File: src/rtl/core/nnpi_pkg.sv
// Shared constants and types for the nonnegative projected iteration block.
package nnpi_pkg;

  localparam int MAX_SIZE  = 64;
  localparam int SIZE_CAP  = (MAX_SIZE < 64) ? MAX_SIZE : 64;
  localparam int IDX_W     = 6;
  localparam int N_W       = 7;
  localparam int MAT_AW    = 2 * IDX_W;
  localparam int MAT_DEPTH = MAX_SIZE * MAX_SIZE;
  localparam int SOL_AW    = IDX_W + 1;
  localparam int DATA_W    = 32;
  localparam int LEVEL_W   = 17;
  localparam int CFG_IDX_W = 1;
  localparam int CFG_W     = 16;

  localparam logic [1:0] OP_LOAD_MAT = 2'd0;
  localparam logic [1:0] OP_LOAD_OFF = 2'd1;
  localparam logic [1:0] OP_START    = 2'd2;

  localparam logic [CFG_IDX_W-1:0] CFG_SIZE = 1'd0;
  localparam logic [CFG_IDX_W-1:0] CFG_ITER = 1'd1;

  localparam logic [N_W-1:0]  SIZE_RESET = 7'd64;
  localparam logic [15:0]     ITER_RESET = 16'd1000;

  typedef struct packed {
    logic              go;
    logic [DATA_W-1:0] num;
    logic [DATA_W-1:0] den;
  } div_req_t;

endpackage

File: src/rtl/core/nnpi_div.sv
// Bit-serial divider producing the 17-bit level quotient of num * 65536 / den.
module nnpi_div import nnpi_pkg::*; (
  input  logic               clk,
  input  logic               rst_n,
  input  div_req_t           req,
  output logic               done,
  output logic [LEVEL_W-1:0] quot
);

  logic               busy_r;
  logic [4:0]         cnt_r;
  logic [DATA_W-1:0]  rem_r;
  logic [DATA_W-1:0]  den_r;
  logic               nb_r;
  logic [LEVEL_W-1:0] q_r;
  logic               done_r;
  logic [DATA_W:0]    trial;
  logic               fits;

  assign trial = {rem_r, nb_r};
  assign fits  = trial >= {1'b0, den_r};

  always_ff @(posedge clk) begin
    if (!rst_n) begin
      busy_r <= 1'b0;
      done_r <= 1'b0;
      cnt_r  <= '0;
    end else begin
      done_r <= !req.go && busy_r && (cnt_r == 5'd1);
      if (req.go) begin
        busy_r <= 1'b1;
        cnt_r  <= 5'(LEVEL_W);
        rem_r  <= {1'b0, req.num[DATA_W-1:1]};
        nb_r   <= req.num[0];
        den_r  <= req.den;
        q_r    <= '0;
      end else if (busy_r) begin
        rem_r <= fits ? DATA_W'(trial - {1'b0, den_r}) : trial[DATA_W-1:0];
        nb_r  <= 1'b0;
        q_r   <= {q_r[LEVEL_W-2:0], fits};
        cnt_r <= cnt_r - 5'd1;
        if (cnt_r == 5'd1) begin
          busy_r <= 1'b0;
        end
      end
    end
  end

  assign done = done_r;
  assign quot = q_r;

endmodule

File: config.mk
export PLATFORM = sky130hd
export DESIGN_NAME = nnpi_div
export DESIGN_NICKNAME = d
export VERILOG_FILES = /design/src/rtl/core/nnpi_pkg.sv /design/src/rtl/core/nnpi_div.sv
export SDC_FILE = /design/constraint.sdc
export NUM_CORES = 1
export LEC_CHECK = 0
export BUFFER_PORTS_ARGS = -buffer_cell sky130_fd_sc_hd__buf_4
export CAP_MARGIN = 20
export CORE_MARGIN = 2
export CORE_UTILIZATION = 40
export DETAILED_ROUTE_END_ITERATION = 8
export PLACE_DENSITY = 0.59
export SLEW_MARGIN = 30
export SYNTH_ARGS = -nofsm -noshare
export SYNTH_HDL_FRONTEND = slang
export SYNTH_SLANG_ARGS = --single-unit
File: constraint.sdc
create_clock -name clk -period 8.7 [get_ports clk]
set_input_delay 1.305 -clock clk [delete_from_list [all_inputs] [get_ports clk]]
set_output_delay 1.305 -clock clk [all_outputs]
set_load 0.02 [all_outputs]
==> results.txt, run 1 <==
P_leak = 2.76 nW
Sw frac = 29.3%
Net Sw Power = 391 uW
Fill cells = 1353
Hold-fix buffers, CTS = 0
Internal power consumption = 946 uW
Vias in the first global route = 4537
Sequential area share after synthesis = 46.4%
Max FO, Critical Path = 22
Port bufs = 84
Mapped cell area = 0.00561 mm2
Final period utilization = 42.3%
Syn-to-layout area delta = 19.3%
TritonCTS clock tree = yes
Rows = 43
Worst Path Required = 8800 ps
EDFF count, synth = 82
PwrDens = 200 mW/mm2
Post-CTS setup buffer count = 0
Clk sinks = 89
Placeable Area = 0.0138 mm2
Clk root buf = clkbuf_16
Die height = 122 um
Comb power frac = 27.4%
Crit path capture type = flop
Max-slew violations = 0
HP Class = flop to flop
H-tree levels = 3
Synth Flop Type = edfxtp_1
Total GRT Usage = 19.4%
GRT Residual Overflow = 0
Syn Inst Count = 567
CP most frequent cell = a21o_1
Via-to-Cell Ratio = 5.47
Synth Area per Inst = 9.89 um2
Unrepaired setup endpoints after global routing = no
Rel. slew slack = 49.3%
Worst EP arrival = 3770 ps
Met3 usage = 4.79%
Post-DP HPWL = 10100 um
CP top delay family = simple AND/OR/NAND/NOR gates
TritonCTS Buffers = 9
Run status = completed
Drt wl/cell = 16.8 um
Initial DRT Pass Iterations = 4
Clock power share = 33.1%
Max_cap viols = 0
Min cycle time layout = 3680 ps
TNS Setup = 0 ps
Detailed-route DRC error count = 0
Initial antenna violation count = 0
Post-route ant nets = 0
Commonest non-fill, non-tap cells in the layout = buf_4 (88), edfxtp_1 (82), nand2_1 (64), nor2_1 (45), inv_1 (41)
Commonest non-fill, non-tap cell in the layout = buf_4
Syn_nets = 669
Distinct cells, synth = 69
Post-CTS Resized = 0
Vias = 4498
Clock-pin transition on the worst setup and hold timing paths = 70 ps
Synth async-reset ratio = 0%
Largest net degree at the start of global routing = 50
Slowest CP cell = nor3_4
Worst skew pair latency = 350 ps
Max rail drop VDD = 0.120 mV
Crit-path cells = ha_1 > a21o_1 > a21o_1 > a21oi_4 > a21oi_2 > or3_1 > nor3_4 > buf_4 > nor2_1 > a221o_1
M1 GR Usage = 26.3%
Total routed wirelength = 13800 um
Clock Skew = 8.78 ps
Inserted Diodes = 0
CP bufs+invs = 1
Critical path class = flop to flop
# nets final = 740
DRT iter0 DRCs = 239
Final Util = 48.5%
Initial Util = 40.7%
GR Util met2 = 31.3%
Max Buffers Root-to-Sink = 2
I/O pins = 85
Final hold vios = 0
Worst-margin pin slew = 752 ps
Share of cells above drive strength 1 = 17.9%
Die extent in x = 122 um
Global-route wire length before repair = 22500 um
Slowest stage delay, CP = 600 ps
Setup-failing EPs final = 0
Yosys reg bits = 89
GPL Wtd Cong = 0.899
Die area = 0.0150 mm2
Syn. warnings = 0
Highest Clock Rate = 272 MHz
Seq pwr share = 39.5%
Critical Path Start Type = flop
GRT busiest layer = met2
-- registers in the layout, indices dropped and copies added (netlist names) --
name and flops:
den_r 32, rem_r 32, quot 17, cnt_r 5
busy_r 1, done 1, nb_r 1
-- cell families after synthesis --
| kind of cell | synth area share (%) |
|---|---|
| compound gates | 18.3 |
| fa+ha+maj | 7.95 |
| simple gates | 16.6 |
| xor+xnor | 4.06 |
| flops | 46.4 |
| buf+inv | 5.36 |
| mux | 1.36 |
-- per-stage QoR --
stage	setup slack, ps	std cells	hold WS [ps]	cell area (um2)	total power [mW]
detailed placement	5010	807	494	6350	0.898
finish	5020	823	506	6690	1.34
CTS	5000	823	503	6690	1.35
floorplan	5500	567	465	5610	0.802
global route	4780	823	540	6690	1.41
global placement	5100	807	482	6350	0.893
-- layout make-up --
type	instances	area, um2	share of cell area, %
multi-input combinational	408	2700	40.4
sequential	89	2600	38.9
timing repair buffer	88	661	9.88
clock buffer	10	229	3.42
tap	180	225	3.37
inverter	42	158	2.36
clock inverter	6	108	1.61
-- power by group through the flow --
stage	sequential [mW]	clock, mW	combinational, mW
2_1_floorplan	0.538	0	0.264
3_3_place_gp	0.535	0	0.357
3_5_place_dp	0.537	0	0.361
4_1_cts	0.528	0.454	0.365
5_1_grt	0.532	0.471	0.406
6_report	0.528	0.443	0.367
-- cells in the mapped netlist, types with 6 or more instances --
library cell | number | share of area (%)
nor3_1 | 6 | 0.54
nor2_1 | 45 | 3.0
clkbuf_1 | 18 | 1.2
xnor2_1 | 18 | 2.8
nand4_1 | 9 | 1.0
dfxtp_1 | 7 | 2.5
inv_1 | 41 | 2.7
ha_1 | 34 | 7.6
nor2b_1 | 19 | 2.1
a21oi_1 | 34 | 3.0
xor2_1 | 8 | 1.3
o21bai_1 | 6 | 0.80
a21o_1 | 13 | 1.7
and3_1 | 6 | 0.67
a211oi_1 | 7 | 0.94
nand3_1 | 12 | 1.1
a31oi_1 | 20 | 2.2
edfxtp_1 | 82 | 44
o21ai_0 | 21 | 1.9
nand2_1 | 64 | 4.3
-- tightest hold or removal path: stages, from the launching register on --
cell,delay [ps]
dfxtp_1,330
nor2_1,90
a211oi_1,50
-- per-layer routing --
layer / routed length (um) / vias to the layer above
met4: 159 / 0
met1: 6430 / 2142
met3: 777 / 9
li1: - / 2215
met5: 0 / -
met2: 6470 / 132
-- final timing paths --
kind	start	to	slack, ps	cells past startpoint
max reg2reg	rem_r[25]	rem_r[26]	5020	10
min reg2reg	cnt_r[1]	cnt_r[1]	510	2
max	rem_r[25]	rem_r[26]	5020	10
min	cnt_r[1]	cnt_r[1]	510	2
Note: power is estimated with default switching activity, not from simulation.
==> run 2: changes to the inputs <==
--- a/config.mk
+++ b/config.mk
@@ -5,6 +5,7 @@
 export SDC_FILE = /design/constraint.sdc
 export NUM_CORES = 1
 export LEC_CHECK = 0
+export ABC_AREA = 1
 export BUFFER_PORTS_ARGS = -buffer_cell sky130_fd_sc_hd__buf_4
 export CAP_MARGIN = 20
 export CORE_MARGIN = 2
==> constraint.sdc (replaced) <==
create_clock -name clk -period 3.5 [get_ports clk]
set_input_delay 0.525 -clock clk [delete_from_list [all_inputs] [get_ports clk]]
set_output_delay 0.525 -clock clk [all_outputs]
set_load 0.02 [all_outputs]
==> run 2 against run 1 <==
Via count rose by 26%; final cell count is 46% higher; worst hold slack got worse by 170 ps; combinational power grew to 2.8 times the previous value; clock power increased by 120%; register-to-register slack got worse by 4300 ps; area after synthesis up 15%; final area grew 13%; clock skew grew 6.6 ps; core utilization down 0.47 points.
==> results.txt, run 2 <==
Run status = completed
Rel. slew slack = 56.3% (+7.0 points)
Worst-margin pin slew = 654 ps (-98.4 ps)
Yosys reg bits = 89 (unchanged)
Clock-pin transition on the worst setup and hold timing paths = 80 ps (about the same)
Total GRT Usage = 20.8% (+1.4 points)
Clk sinks = 89 (unchanged)
Post-CTS setup buffer count = 0 (unchanged)
Placeable Area = 0.0158 mm2 (+14%)
Post-DP HPWL = 12800 um (+28%)
DRT iter0 DRCs = 248 (+3.8%)
Share of cells above drive strength 1 = 13.2% (-4.7 points)
Syn. warnings = 0 (unchanged)
Cell taking the most area after synthesis = edfxtp_1
Final period utilization = 79.3% (+37 points)
Worst skew pair latency = 360 ps (about the same)
Mapped cell area = 0.00643 mm2 (+15%)
TritonCTS Buffers = 9 (unchanged)
Initial DRT Pass Iterations = 5 (+1)
Setup WS pre-CTS = 765 ps (-4240 ps)
Synth Flop Type = edfxtp_1
Placed Cells = 1186 (+47%)
Clk root buf = clkbuf_16
Layout Cells excl Fill = 1202 (+46%)
Setup-failing EPs final = 0 (unchanged)
Rows = 46 (+7.0%)
Via-to-Cell Ratio = 4.71 (-14%)
Highest Clock Rate = 360 MHz (+32%)
Worst EP arrival = 2900 ps (-870 ps)
Die area = 0.0171 mm2 (+14%)
Commonest non-fill, non-tap cells in the layout = nand2_1 (340), inv_1 (172), buf_4 (87), edfxtp_1 (82), nand3_1 (66)
Max-slew violations = 0 (unchanged)
Area of the multi-input gates = 0.00308 mm2 (+14%)
Hold-fix buffers, CTS = 0 (unchanged)
Synth Area per Inst = 7.16 um2 (-28%)
Max Buffers Root-to-Sink = 2 (unchanged)
Vias = 5656 (+26%)
Clock Skew = 15.3 ps (+6.55 ps)
Syn Inst Count = 898 (+58%)
H-tree levels = 3 (unchanged)
Reg area = 0.00260 mm2 (unchanged)
# nets final = 1083 (+46%)
TNS Setup = 0 ps (unchanged)
Drt wl/cell = 14.2 um (-16%)
Post-route setup slack = 724 ps (-4300 ps)
Global-route wire length before repair = 27300 um (+21%)
Critical Path Start Type = flop
Power, Total = 3.32 mW (+150%)
Max FO, Critical Path = 34 (+55%)
Unrepaired setup endpoints after global routing = no
HP Class = primary input to flop
Post-route ant nets = 0 (unchanged)
Die extent in x = 131 um (+6.9%)
Total routed wirelength = 17000 um (+23%)
Initial Util = 40.8% (+0.067 points)
Fill cells = 1719 (+27%)
Commonest non-fill, non-tap cell in the layout = nand2_1
Share of the synthesized area in the top cell type = 38.3% (-5.6 points)
Max rail drop VDD = 0.275 mV (+130%)
Distinct cells, synth = 34 (-51%)
TritonCTS clock tree = yes
Final Util = 48.1% (-0.47 points)
Final instance area = 0.00758 mm2 (+13%)
Max_cap viols = 0 (unchanged)
Area after DPL = 0.00729 mm2 (+15%)
I/O pins = 85 (unchanged)
Initial antenna violation count = 0 (unchanged)
P_leak = 3.95 nW (+43%)
Crit path capture type = flop
GRT Residual Overflow = 0 (unchanged)
Post-CTS Resized = 0 (unchanged)
Vias in the first global route = 5488 (+21%)
Synth async-reset ratio = 0% (unchanged)
Port bufs = 84 (unchanged)
Synth area leaders = edfxtp_1 (38%), nand2_1 (20%), inv_1 (10%)
Commonest cells in the netlist = nand2_1 (340), inv_1 (172), edfxtp_1 (82)
Largest net degree at the start of global routing = 52 (+4.0%)
Worst Path Required = 3630 ps (-5170 ps)
Sequential area share after synthesis = 40.5% (-5.9 points)
EDFF count, synth = 82 (unchanged)
Hold WS = 333 ps (-173 ps)
Most frequent cell after synthesis = nand2_1
Detailed-route DRC error count = 0 (unchanged)
Die height = 131 um (+6.9%)
Min cycle time layout = 2780 ps (-901 ps)
Syn-to-layout area delta = 17.9%
Final hold vios = 0 (unchanged)
Inserted Diodes = 0 (unchanged)
PwrDens = 438 mW/mm2 (+120%)
Syn_nets = 1000 (+49%)
Critical path class = flop to flop
GPL Wtd Cong = 0.935 (+4.0%)
## run 2: changes by cell type after synthesis, moves of 8 or more
cell and delta:
nand2_1 +276, nand3_1 +54, nor2b_1 -19, a21oi_1 -11, nor2_1 +20, o21ai_0 -17, nand3b_1 +25, a31oi_1 -19
clkbuf_1 -12, inv_1 +131, a21o_1 -13, nor2_2 +8
## run 2: area by class of cell
class | instances | area share, %
multi-input cells | 616 | 40.6
flip-flops and latches | 89 | 34.3
inverters | 177 | 8.76
well taps | 216 | 3.56
repair buffers | 88 | 8.88
clock buffers | 9 | 2.97
clock inverters | 7 | 0.908
## run 2: logic make-up after synthesis
group / share of synthesized area [%]
simple gates: 36.0
buf+inv: 11.8
flops: 40.5
fa+ha+maj: 6.93
compound gates: 2.88
xor+xnor: 1.91
## run 2: final timing paths
path / startpoint / to / slack [ps] / cells after the start
setup / recovery: rem_r[27] / rem_r[28] / 720 / 11
hold / removal: req[9] / den_r[9] / 330 / 1
setup reg to reg: rem_r[27] / rem_r[28] / 720 / 11
hold reg to reg: busy_r / cnt_r[1] / 500 / 1
## run 2: per-layer routing
layer	wire length [um]	up-vias	GRT usage, %
met4	243	0	5.57
li1	-	2953	-
met3	744	15	3.79
met5	0	-	0
met1	8000	2569	27.4
met2	8050	119	35.4
## run 2: worst max-delay path, stage by stage (launching register included)
cell and delay, ps:
edfxtp_1 400, ha_1 370, a21oi_1 330, nand2_1 90, a21oi_1 190, nand2_2 120, nor2_8 400, nand2_8 230
nand2_2 190, nand2_1 70, nand2_1 80, nand2_1 40
## run 2: where the power goes
group          leakage, nW  switching (mW)  internal, mW
Clock                0.140           0.480         0.505
Combinational         2.97           0.652         0.379
Sequential           0.840          0.0380          1.27
==> run 3: changes to the inputs <==
--- a/config.mk
+++ b/config.mk
@@ -11,7 +11,7 @@
 export CORE_MARGIN = 2
 export CORE_UTILIZATION = 40
 export DETAILED_ROUTE_END_ITERATION = 8
-export PLACE_DENSITY = 0.59
+export PLACE_DENSITY = 0.61
 export SLEW_MARGIN = 30
 export SYNTH_ARGS = -nofsm -noshare
 export SYNTH_HDL_FRONTEND = slang
==> constraint.sdc (replaced) <==
create_clock -name clk -period 2.5 [get_ports clk]
set_input_delay 0.375 -clock clk [delete_from_list [all_inputs] [get_ports clk]]
set_output_delay 0.375 -clock clk [all_outputs]
set_load 0.02 [all_outputs]
==> run 3 against run 2 <==
Via count increased by 1.5%; combinational power increased by 52%; routed wire length increased by 4.2%; clock power increased by 39%; sequential share of layout area decreased by 1.3 points.
==> results.txt, run 3 (synthesized netlist as in run 2, its figures left out) <==
Run status = completed
Global-route wire length before repair = 27700 um (+1.3%)
Initial DRT Pass Iterations = 5 (unchanged)
H-tree levels = 3 (unchanged)
Final period utilization = 94.2% (+15 points)
P_leak = 4.05 nW (+2.5%)
DRT iter0 DRCs = 417 (+68%)
Inserted Diodes = 0 (unchanged)
Setup-failing EPs final = 0 (unchanged)
Detailed-route DRC error count = 0 (unchanged)
PwrDens = 607 mW/mm2 (+39%)
Port bufs = 84 (unchanged)
Post-CTS setup buffer count = 0 (unchanged)
Drt wl/cell = 14.5 um (+2.6%)
Placeable Area = 0.0158 mm2 (unchanged)
Die height = 131 um (unchanged)
Clk root buf = clkbuf_16
TritonCTS Buffers = 9 (unchanged)
Initial antenna violation count = 0 (unchanged)
Total routed wirelength = 17700 um (+4.2%)
Worst skew pair latency = 370 ps (about the same)
Die extent in x = 131 um (unchanged)
Via-to-Cell Ratio = 4.70 (-0.11%)
Worst Path Required = 2620 ps (-1010 ps)
Min cycle time layout = 2360 ps (-420 ps)
HP Class = primary input to flop
Critical Path Start Type = flop
Rel. slew slack = 66.0% (+9.7 points)
Highest Clock Rate = 424 MHz (+18%)
TritonCTS clock tree = yes
Commonest non-fill, non-tap cells in the layout = nand2_1 (339), inv_1 (172), buf_4 (105), edfxtp_1 (82), nand3_1 (66)
Vias in the first global route = 5509 (+0.38%)
Placed Cells = 1205 (+1.6%)
Largest net degree at the start of global routing = 35 (-33%)
Max_cap viols = 0 (unchanged)
Clock Skew = 15.1 ps (-0.255 ps)
I/O pins = 85 (unchanged)
Max-slew violations = 0 (unchanged)
Share of cells above drive strength 1 = 16.6% (+3.4 points)
GRT Residual Overflow = 0 (unchanged)
Hold WS = 176 ps (-157 ps)
Clk sinks = 89 (unchanged)
Post-DP HPWL = 13700 um (+6.4%)
Initial Util = 40.8% (unchanged)
Layout Cells excl Fill = 1221 (+1.6%)
Max FO, Critical Path = 15 (-56%)
Clock-pin transition on the worst setup and hold timing paths = 80 ps (about the same)
Max Buffers Root-to-Sink = 2 (unchanged)
TNS Setup = 0 ps (unchanged)
Crit path capture type = flop
Critical path class = flop to flop
Worst EP arrival = 2470 ps (-430 ps)
Power, Total = 4.78 mW (+44%)
Syn-to-layout area delta = 22.5%
Vias = 5739 (+1.5%)
Final hold vios = 0 (unchanged)
Post-route ant nets = 0 (unchanged)
Die area = 0.0171 mm2 (unchanged)
Rows = 46 (unchanged)
Max rail drop VDD = 0.489 mV (+78%)
GPL Wtd Cong = 0.944 (+0.93%)
Total GRT Usage = 21.4% (+0.60 points)
Commonest non-fill, non-tap cell in the layout = nand2_1
# nets final = 1102 (+1.8%)
Worst-margin pin slew = 511 ps (-143 ps)
==> run 3: final cells by class <==
type	count	area (um2)
multi-input cells	616	3220
clock inverters	7	68.8
repair buffers	107	820
flip-flops and latches	89	2600
well taps	216	270
inverters	177	664
clock buffers	9	225
fillers	1660	7900
==> run 3: worst max-delay path: stages, from the launching register on <==
cell,delay [ps]
edfxtp_1,400
ha_2,400
nand2_1,120
nor2_2,150
nand2_1,100
nor2_2,180
nand2_1,90
nand2_2,120
nor2_8,60
nand2_8,120
buf_12,150
nand2_1,70
nand3_1,80
nand2_1,50
==> run 3: power breakdown <==
part	total [mW]	switching (mW)	leakage, nW	internal, mW
combinational	1.57	0.958	3.07	0.614
sequential	1.84	0.0596	0.840	1.78
clock	1.37	0.670	0.145	0.704
total	4.78	1.69	4.05	3.10
==> run 3: metal layers <==
metal  part of all wire, %  vias to the layer above  track usage, %
met5                     0                        -               0
met4                   1.9                        0            6.45
met3                   5.0                       20            4.85
met2                    45                      115            34.4
met1                    49                     2609            29.1
li1                      -                     2995               -
==> run 3: path summary, 6_finish.rpt <==
kind             start   endpoint  slack (ps)  cells after the start
min reg2reg   cnt_r[4]   cnt_r[4]         490                      2
max          rem_r[21]  rem_r[14]         140                     13
min            req[22]  den_r[22]         180                      1
max reg2reg  rem_r[21]  rem_r[14]         140                     13
==> run 3: through the flow <==
step	cell area, um2	util [%]	setup slack (ps)
CTS	7720	49.0	43.2
finish	7880	49.9	144
floorplan	6440	-	353
detailed placement	7430	47.1	73.4
global placement	7430	47.1	66.2
global route	7880	49.9	-15.3
==> run 3: repair_timing <==
| item | 4_1_cts | 5_1_grt |
|---|---|---|
| gates resized for setup | 0 | 24 |
| setup endpoints to repair | 0 | 32 |
| hold buffers | 0 | 0 |
